## src/design/stable_priority_queue_assert.svh

```systemverilog
// Assertion macros for the stable priority queue.
// Included by the top level; depends on nothing else.
`ifndef STABLE_PRIORITY_QUEUE_ASSERT_SVH
`define STABLE_PRIORITY_QUEUE_ASSERT_SVH

// Same-cycle implication, checked only while out of reset.
`define SPQ_ASSERT_NOW(label, clk, rst_n, ante, cons) \
  label: assert property (@(posedge clk) disable iff (!rst_n) (ante) |-> (cons)) \
    else $error("stable_priority_queue: same-cycle check failed");

// Next-cycle implication, checked only while out of reset.
`define SPQ_ASSERT_NEXT(label, clk, rst_n, ante, cons) \
  label: assert property (@(posedge clk) disable iff (!rst_n) (ante) |=> (cons)) \
    else $error("stable_priority_queue: next-cycle check failed");

`endif

```

## src/design/spq_pkg.sv

```systemverilog
// Shared types and constants for the stable priority queue.
// Used by spq_cell and stable_priority_queue; depends on nothing.
package spq_pkg;

  localparam int CAPACITY = 16;
  localparam int CNT_W    = $clog2(CAPACITY + 1);
  localparam int VALUE_W  = 32;
  localparam int PRIO_W   = 16;
  localparam int OCC_W    = 5;

  typedef enum logic {
    CMD_INSERT = 1'b0,
    CMD_REMOVE = 1'b1
  } command_e;

  typedef enum logic [1:0] {
    ST_DONE  = 2'd0,
    ST_EMPTY = 2'd1,
    ST_FULL  = 2'd2
  } status_e;

  typedef struct packed {
    logic                      ins;
    logic                      rem;
    logic signed [VALUE_W-1:0] value;
    logic signed [PRIO_W-1:0]  prio;
  } cell_cmd_t;

endpackage

```

## src/design/spq_cell.sv

```systemverilog
// One slot of the sorted queue: holds a value and a priority and shifts with its neighbors.
// Depends on spq_pkg.
module spq_cell (
  input  logic                              clk_i,
  input  spq_pkg::cell_cmd_t                cmd_i,
  input  logic                              occ_i,
  input  logic                              left_gt_i,
  input  logic signed [spq_pkg::VALUE_W-1:0] left_value_i,
  input  logic signed [spq_pkg::PRIO_W-1:0]  left_prio_i,
  input  logic signed [spq_pkg::VALUE_W-1:0] right_value_i,
  input  logic signed [spq_pkg::PRIO_W-1:0]  right_prio_i,
  output logic                              gt_o,
  output logic signed [spq_pkg::VALUE_W-1:0] value_o,
  output logic signed [spq_pkg::PRIO_W-1:0]  prio_o
);

  logic signed [spq_pkg::VALUE_W-1:0] value_q, value_d;
  logic signed [spq_pkg::PRIO_W-1:0]  prio_q, prio_d;

  // A free slot or one with a strictly larger priority lies behind the new entry.
  assign gt_o = !occ_i || (prio_q > cmd_i.prio);

  always_comb begin
    value_d = value_q;
    prio_d  = prio_q;
    if (cmd_i.ins && gt_o) begin
      if (left_gt_i) begin
        value_d = left_value_i;
        prio_d  = left_prio_i;
      end else begin
        value_d = cmd_i.value;
        prio_d  = cmd_i.prio;
      end
    end else if (cmd_i.rem) begin
      value_d = right_value_i;
      prio_d  = right_prio_i;
    end
  end

  always_ff @(posedge clk_i) begin
    value_q <= value_d;
    prio_q  <= prio_d;
  end

  assign value_o = value_q;
  assign prio_o  = prio_q;

endmodule

```

## src/design/stable_priority_queue.sv

```systemverilog
// Sorted priority queue built from a row of slot cells, with a registered result.
// Depends on spq_pkg, spq_cell and stable_priority_queue_assert.svh.
//
// The queue takes one request per clock cycle and delivers its result in the cycle after
// acceptance. Every slot compares its priority with the incoming one in parallel and the
// whole row shifts in the same cycle; a new request is taken whenever the result register
// is empty or being read. Equal priorities leave in arrival order. Slot contents are
// undefined after reset and only the entry count and the result valid flag are cleared,
// so the queue is usable as soon as reset is released.
`include "stable_priority_queue_assert.svh"

module stable_priority_queue (
  input  logic                               clk_i,
  input  logic                               rst_ni,
  input  logic                               in_valid_i,
  output logic                               in_ready_o,
  input  logic                               command_i,
  input  logic signed [spq_pkg::VALUE_W-1:0] entry_value_i,
  input  logic signed [spq_pkg::PRIO_W-1:0]  entry_priority_i,
  output logic                               out_valid_o,
  input  logic                               out_ready_i,
  output logic signed [spq_pkg::VALUE_W-1:0] removed_value_o,
  output logic [1:0]                         status_o,
  output logic [spq_pkg::OCC_W-1:0]          occupancy_o
);

  logic [spq_pkg::CNT_W-1:0] cnt_q, cnt_d;
  logic                      out_valid_q;
  logic signed [spq_pkg::VALUE_W-1:0] removed_value_q, removed_value_d;
  spq_pkg::status_e          status_q, status_d;
  logic [spq_pkg::OCC_W-1:0] occupancy_q;
  logic [spq_pkg::CNT_W+spq_pkg::OCC_W-1:0] cnt_ext;

  logic accept, is_remove, full, empty, ins_ok, rem_ok;
  spq_pkg::cell_cmd_t cmd;

  logic [spq_pkg::CAPACITY-1:0] occ;
  logic [spq_pkg::CAPACITY-1:0] gt;
  logic signed [spq_pkg::VALUE_W-1:0] cell_value [spq_pkg::CAPACITY];
  logic signed [spq_pkg::PRIO_W-1:0]  cell_prio  [spq_pkg::CAPACITY];

  assign in_ready_o = !out_valid_q || out_ready_i;
  assign accept     = in_valid_i && in_ready_o;
  assign is_remove  = (command_i == spq_pkg::CMD_REMOVE);
  assign full       = (cnt_q == spq_pkg::CNT_W'(spq_pkg::CAPACITY));
  assign empty      = (cnt_q == '0);
  assign ins_ok     = accept && !is_remove && !full;
  assign rem_ok     = accept && is_remove && !empty;

  assign cmd.ins   = ins_ok;
  assign cmd.rem   = rem_ok;
  assign cmd.value = entry_value_i;
  assign cmd.prio  = entry_priority_i;

  for (genvar g = 0; g < spq_pkg::CAPACITY; g++) begin : g_cell
    logic                               left_gt;
    logic signed [spq_pkg::VALUE_W-1:0] left_value, right_value;
    logic signed [spq_pkg::PRIO_W-1:0]  left_prio, right_prio;

    assign occ[g] = (cnt_q > spq_pkg::CNT_W'(g));

    if (g == 0) begin : g_first
      assign left_gt    = 1'b0;
      assign left_value = entry_value_i;
      assign left_prio  = entry_priority_i;
    end else begin : g_mid
      assign left_gt    = gt[g-1];
      assign left_value = cell_value[g-1];
      assign left_prio  = cell_prio[g-1];
    end

    if (g == spq_pkg::CAPACITY - 1) begin : g_last
      assign right_value = cell_value[g];
      assign right_prio  = cell_prio[g];
    end else begin : g_inner
      assign right_value = cell_value[g+1];
      assign right_prio  = cell_prio[g+1];
    end

    spq_cell u_cell (
      .clk_i        (clk_i),
      .cmd_i        (cmd),
      .occ_i        (occ[g]),
      .left_gt_i    (left_gt),
      .left_value_i (left_value),
      .left_prio_i  (left_prio),
      .right_value_i(right_value),
      .right_prio_i (right_prio),
      .gt_o         (gt[g]),
      .value_o      (cell_value[g]),
      .prio_o       (cell_prio[g])
    );
  end

  always_comb begin
    cnt_d           = cnt_q;
    removed_value_d = '0;
    status_d        = spq_pkg::ST_DONE;
    if (is_remove) begin
      if (empty) begin
        status_d = spq_pkg::ST_EMPTY;
      end else begin
        removed_value_d = cell_value[0];
        cnt_d           = cnt_q - 1'b1;
      end
    end else begin
      if (full) begin
        status_d = spq_pkg::ST_FULL;
      end else begin
        cnt_d = cnt_q + 1'b1;
      end
    end
  end

  assign cnt_ext = {{spq_pkg::OCC_W{1'b0}}, cnt_d};

  always_ff @(posedge clk_i or negedge rst_ni) begin
    if (!rst_ni) begin
      cnt_q       <= '0;
      out_valid_q <= 1'b0;
    end else begin
      if (accept) begin
        cnt_q       <= cnt_d;
        out_valid_q <= 1'b1;
      end else if (out_ready_i) begin
        out_valid_q <= 1'b0;
      end
    end
  end

  always_ff @(posedge clk_i) begin
    if (accept) begin
      removed_value_q <= removed_value_d;
      status_q        <= status_d;
      occupancy_q     <= cnt_ext[spq_pkg::OCC_W-1:0];
    end
  end

  assign out_valid_o     = out_valid_q;
  assign removed_value_o = removed_value_q;
  assign status_o        = status_q;
  assign occupancy_o     = occupancy_q;

  `SPQ_ASSERT_NOW(a_cnt_bound, clk_i, rst_ni, 1'b1, cnt_q <= spq_pkg::CNT_W'(spq_pkg::CAPACITY))
  `SPQ_ASSERT_NOW(a_head_sorted, clk_i, rst_ni, occ[1], cell_prio[0] <= cell_prio[1])
  `SPQ_ASSERT_NEXT(a_remove_head, clk_i, rst_ni, rem_ok, removed_value_o == $past(cell_value[0]))
  `SPQ_ASSERT_NEXT(a_remove_count, clk_i, rst_ni, rem_ok, cnt_q == $past(cnt_q) - 1'b1)

endmodule

```

## config.mk

```make
export PLATFORM = sky130hd
export DESIGN_NAME = stable_priority_queue
export DESIGN_NICKNAME = d
export VERILOG_FILES = /design/src/design/spq_pkg.sv /design/src/design/spq_cell.sv /design/src/design/stable_priority_queue.sv
export VERILOG_INCLUDE_DIRS = /design/src /design/src/design
export SDC_FILE = /design/constraint.sdc
export NUM_CORES = 2
export LEC_CHECK = 0
export ABC_AREA = 1
export BUFFER_PORTS_ARGS = -buffer_cell sky130_fd_sc_hd__buf_2
export CORE_MARGIN = 4
export CORE_UTILIZATION = 50
export DETAILED_ROUTE_END_ITERATION = 8
export PLACE_DENSITY = 0.72
export SYNTH_ARGS = -nofsm -noshare
export SYNTH_HDL_FRONTEND = slang
export SYNTH_SLANG_ARGS = --single-unit
```

## constraint.sdc

```tcl
create_clock -name clk_i -period 5.46 [get_ports clk_i]
set_input_delay 0.546 -clock clk_i [delete_from_list [all_inputs] [get_ports clk_i]]
set_output_delay 0.546 -clock clk_i [all_outputs]
set_load 0.02 [all_outputs]
```

Word-level counts from Yosys, hierarchy flattened
Index checks and enable logic that the tools add are counted.
{"block": "word_totals", "reg_bits": 813, "input_bits": 53, "out_inout_bits": 41, "word_cells": 247}
{"block": "classes", "add_sub_neg": 2, "order_cmp": 32, "eq_ne": 1, "mux": 98, "bitwise_logic": 1, "reduce_logical": 76}
{"op": "32-bit two-way mux", "count": 45}
{"op": "16-bit two-way mux", "count": 45}
{"op": "16-bit greater-than comparator", "count": 16}
{"op": "5-bit by 4-bit greater-than comparator with 1-bit output, second input constant", "count": 8}
{"op": "2-bit nonzero test", "count": 16}
{"op": "1-bit logical AND", "count": 21}
{"op": "5-bit by 3-bit greater-than comparator with 1-bit output, second input constant", "count": 4}
{"op": "1-bit zero test", "count": 20}
{"op": "1-bit logical OR", "count": 17}
{"op": "5-bit two-way mux", "count": 3}
{"op": "5-bit by 1-bit greater-than comparator with 1-bit output, second input constant", "count": 2}
{"op": "5-bit by 2-bit greater-than comparator with 1-bit output, second input constant", "count": 2}
{"op": "5-bit by 1-bit adder with 5-bit output, second input constant", "count": 1}
{"op": "5-bit equality test, second input constant", "count": 1}
{"op": "5-bit zero test", "count": 1}
{"op": "5-bit by 1-bit subtractor with 5-bit output, second input constant", "count": 1}
{"op": "2-bit two-way mux", "count": 2}
{"op": "1-bit two-way mux", "count": 3}
{"op": "2-bit OR reduction", "count": 1}
{"op": "1-bit inverter", "count": 1}

Logic depth before layout (Yosys ltp)
{"block": "depth", "word_depth": 7, "mapped_depth": 21, "ltp_nobuf": 19}

Cells and area by module
From an unflattened synthesis, not the netlist that was laid out.
{"block": "hier_totals", "cells_unflattened": 5951, "hier_area_um2": 52376.5}
{"module": "spq_cell at g_cell[0].u_cell ...", "instances": 10, "cells_each": 355, "area_per_inst_um2": 3129.3, "seq_area_each_um2": 1441.4}
{"module": "spq_cell at g_cell[4].u_cell ...", "instances": 6, "cells_each": 363, "area_per_inst_um2": 3149.3, "seq_area_each_um2": 1441.4}
{"module": "stable_priority_queue", "instances": 1, "cells_each": 223, "area_per_inst_um2": 2188.3, "seq_area_each_um2": 1321.3}

Worst setup path after synthesis
OpenSTA, ideal clock, no wires.
{"block": "synth_path", "path_kind": "in2reg", "from": "input port entry_priority_i[3] (netlist name)", "to": "register g_cell[15].u_cell.prio_q, in the netlist g_cell[15].u_cell.prio_o[0] (enable)", "setup_ns": 0.470, "arrival_ns": 4.148, "t_required_ns": 4.990, "slack_ns": 0.842, "stages": 11, "n_path_buf": 0, "cell_sequence": "inv_1 > ha_1 > a21oi_1 > o21ai_0 > nand2_1 > o211ai_1 > nand2_1 > nand2_1 > nand2_1 > nand3_1 > a21oi_1"}
{"block": "synth_via", "elab_chain_cells": 3}
{"element": "from (decl)", "line": "stable_priority_queue.sv:19", "rtl": "input logic signed [spq_pkg::PRIO_W-1:0] entry_priority_i,"}
{"element": "16-bit greater-than comparator", "line": "spq_cell.sv:21", "rtl": "assign gt_o = !occ_i || (prio_q > cmd_i.prio);"}
{"element": "1-bit logical OR", "line": "spq_cell.sv:21"}
{"element": "1-bit logical AND", "line": "spq_cell.sv:26", "rtl": "if (cmd_i.ins && gt_o) begin"}
{"element": "to (signal assigned)", "line": "spq_cell.sv:42", "rtl": "prio_q <= prio_d;"}
{"element": "to (decl)", "line": "spq_cell.sv:18", "rtl": "logic signed [spq_pkg::PRIO_W-1:0] prio_q, prio_d;"}
No other way between the ends.
A chain may end at the register's enable or synchronous reset.

Worst setup path in the final report
{"block": "layout_path", "from": "input port entry_priority_i[15] (netlist name)", "to": "register g_cell[7].u_cell.prio_q, in the netlist g_cell[7].u_cell.prio_o[7] (enable)"}
{"block": "layout_via", "elab_chain_cells": 4}
{"element": "16-bit greater-than comparator", "line": "spq_cell.sv:21"}
{"element": "1-bit logical OR", "line": "spq_cell.sv:21"}
{"element": "1-bit logical AND", "line": "spq_cell.sv:26"}
{"element": "2-bit nonzero test (no line)"}
{"element": "to (signal assigned)", "line": "spq_cell.sv:42"}
{"element": "to (decl)", "line": "spq_cell.sv:18"}
No other way between the ends.

==> results.ini <==
[timing]
period_minus_slack_ps=3820
holdWs_ps=148
finalHoldViolCount=0
slew_viol_final=0
tightest_slew_ps=1030
relSlewSlack_pct=31.3
finalSetupViolations=0
max_freq_mhz=262
skew_ps=34.2
period_share_pct=69.9
rsz0062_at_grt=false
tns_ps=0

[place]
gp_congestion=0.905
hpwl_mm=105
numPortBuffers=93

[critical_path]
ff2ff_setup_slack_ps=1840
slowest_stage=inv_1
r2r_end=g_cell[2].u_cell.value_o[17]
path_cells=buf_2, inv_1, buf_4, ha_1, nand2_1, inv_1, nand3_1, nor2_1, nand2_1, nand3_1, nand3_2, a21oi_4, inv_2, nand2_2, buf_12
cp.arrival_ps=4160
critPathCaptureType=register
crit_path_max_incr_delay_ps=530
startpoint_type=input pin
cp.required_ps=5800
r2r_start=cnt_q[1]
worst-r2r-cell-count=10
cp_max_fo=49
path_class=input pin to register
cp-startpoint=entry_priority_i[15]

[synthesis]
synth_seq_cells=813
synth_edf_count=807
synth_flop_cell=edfxtp_1
syn_avg_cell_area_um2=7.64
yosys.area.top_type=edfxtp_1
yosysUniqueCellTypes=42
syn_area_mm2=0.0506
syn_nets=6937
synth_seq_area_share_pct=48.2
synth.area.top_cells=edfxtp_1, nand2_1, nand3_1
ys_warn_count=0
synthArstFlopShare_pct=0.738
synth_top_area_share_pct=47.9
syn-instance-count=6623

[drt]
dr_wl_met3_mm=13.0
drt-wirelength-per-cell_um=17.8
vias_per_cell=5.38
wl_met2_mm=61.9
remaining_drc_errors=0
vias=42598
maxUsedRoutingLayer=met4
drtIter0Drc=4797
ant_nets=0
firstDrtPassIters=8
wl_mm=141
wl_met1_mm=63.1

[die]
dieArea_mm2=0.106
pin_count=94
start_util_pct=50.5
rows=116
core_area_mm2=0.100
die_y_um=326
die_w_um=326

[cts]
cts.sinks=813
cts_buffers=93
cts_resized=0
cts_buffer_depth=3
clk_pin_slew_ps=60
clockRootBuffer=clkbuf_16
ctsHtreeMaxLevel=3
clkLatencyLatePin_ps=680
cts_tree=yes

[global_route]
grt_max_degree=97
grt_pass1_wl_mm=225
antenna_found_initial=7
track_usage_pct=25.9
overflow=0
grt_pass1_vias=40221

[power_and_ir_drop]
ir_drop_mv=0.502
p_leak_nw=26.7
p_per_area_mw_per_mm2=515

[status]
run_status=complete, no violations

[min_path]
hold_end=out_valid_o
hold_class=input pin to register
hp-start=out_ready_i
worst_hold_path.num_cells=4

[cells_and_area]
nFillCells=9280
layout.nets=6799
drive_gt1_share_pct=6.17
syn2layout_area_growth_pct=8.38

[run]
maxCapViolCount=0

==> cells by family (layout without fill, tap and decap cells) <==
| family | count (synthesis) | in the layout | share of synthesized area [%] |
|---|---|---|---|
| other | 0 | 4 | 0 |
| AOI/OAI and AO/OA | 274 | 274 | 2.94 |
| xor gates and xnor gates | 3 | 3 | 0.0519 |
| and+or+nand+nor | 4490 | 4490 | 35.8 |
| adders and majority gates | 261 | 261 | 6.45 |
| buffers and inverters | 782 | 711 | 6.60 |
| DFF | 813 | 813 | 48.2 |
==> synth_stat cells, types with 2 or more instances <==
master	n
edfxtp_1	807
buf_4	44
nor3_1	9
buf_1	10
inv_1	335
nand3b_1	5
nand2_1	3437
clkbuf_1	220
inv_4	2
o21bai_1	3
nand4_1	9
o21a_1	9
o21ai_2	2
nand3_1	903
buf_2	144
o21ai_1	16
nand2_2	6
inv_2	17
a21o_1	8
nor4_2	3
xnor2_1	2
dfrtp_1	6
clkinv_1	2
o21ai_0	117
ha_1	261
nand3_2	5
a21oi_2	6
buf_6	7
nor2_1	110
a21oi_1	106
==> stage by stage <==
stage          instance area [µm²]  setup WS [ps]  utilization [%]  power, W  cells
2_1_floorplan                50600            842                -    0.0188   6623
4_1_cts                      54900           1730             54.7    0.0282   7909
3_5_place_dp                 51900           1030             51.7    0.0219   7746
5_1_grt                      54900           1390             54.7    0.0302   7913
6_report                     54900           1640             54.7    0.0282   7913
3_3_place_gp                 51900           1200             51.7    0.0217   7746
==> worst max path at each step <==
stage | to | slack (ps)
final | g_cell[7].u_cell.prio_o[7] | 1640
after global routing | g_cell[7].u_cell.prio_o[10] | 1390
after CTS | g_cell[7].u_cell.prio_o[10] | 1730
after detailed placement | g_cell[7].u_cell.prio_o[11] | 1030
after global placement | g_cell[12].u_cell.value_o[16] | 1200
after floorplan | g_cell[15].u_cell.prio_o[0] | 840
==> cells in the final DEF, fill, tap and decap left out, types with 2 or more instances in the layout <==
cell	count
a21o_1	8
a21oi_1	103
a21oi_4	9
buf_12	8
buf_2	93
buf_4	91
bufinv_16	10
clkbuf_1	19
clkbuf_16	94
clkinv_1	23
clkinv_2	12
dfrtp_1	6
diode_2	4
edfxtp_1	807
ha_1	261
inv_1	333
inv_16	2
inv_2	18
inv_4	2
inv_6	3
nand2_1	3409
nand2_2	34
nand3_1	897
nand3_2	11
nand3b_1	5
nand4_1	9
nor2_1	110
nor3_1	9
nor4_2	3
o21a_1	8
o21ai_0	117
o21ai_1	11
o21ai_4	7
o21bai_1	3
xnor2_1	2
==> where the power goes <==
part | internal, W | switching (W) | leakage [nW]
registers | 0.00925 | 0.000921 | 7.74
clock network | 0.00362 | 0.00262 | 1.45
logic | 0.00333 | 0.00848 | 17.5
==> repair_timing <==
action | 4_1_cts | 5_1_grt
setup buffers | 0 | 0
hold endpoints to repair | 6 | 0
hold buffers | 1 | 0
==> registers in the layout (all words and copies together), names as in the netlist <==
signal,count
g_cell.u_cell.prio_o,256
occupancy_o,5
out_valid_o,1
status_o,2
cnt_q,5
g_cell.u_cell.value_o,512
removed_value_o,32
==> critical path, delay by kind of cell <==
family,cells,cell delay [ps]
buffers and inverters,6,1870
AND/OR/NAND/NOR,7,1110
adder cells (fa/ha/maj),1,340
AO/OA/AOI/OAI,1,270
==> final cells by class <==
cell class                 count  area (µm²)  share of cell area, %
clock inverter                49         539                  0.983
multi-input combinational   5028       23200                   42.2
clock buffer                 113        2420                   4.42
inverter                     356        1340                   2.44
sequential                   813       24400                   44.4
antenna                        4        10.0                 0.0182
timing repair buffer         193        1320                   2.40
tap                         1357        1700                   3.09
==> routing by layer <==
layer	track usage [%]	vias up
met2	40.4	1819
met5	0	-
met3	3.72	199
met1	38.0	19312
met4	6.87	0
li1	-	21268
Power figures use the tool's default switching activity.
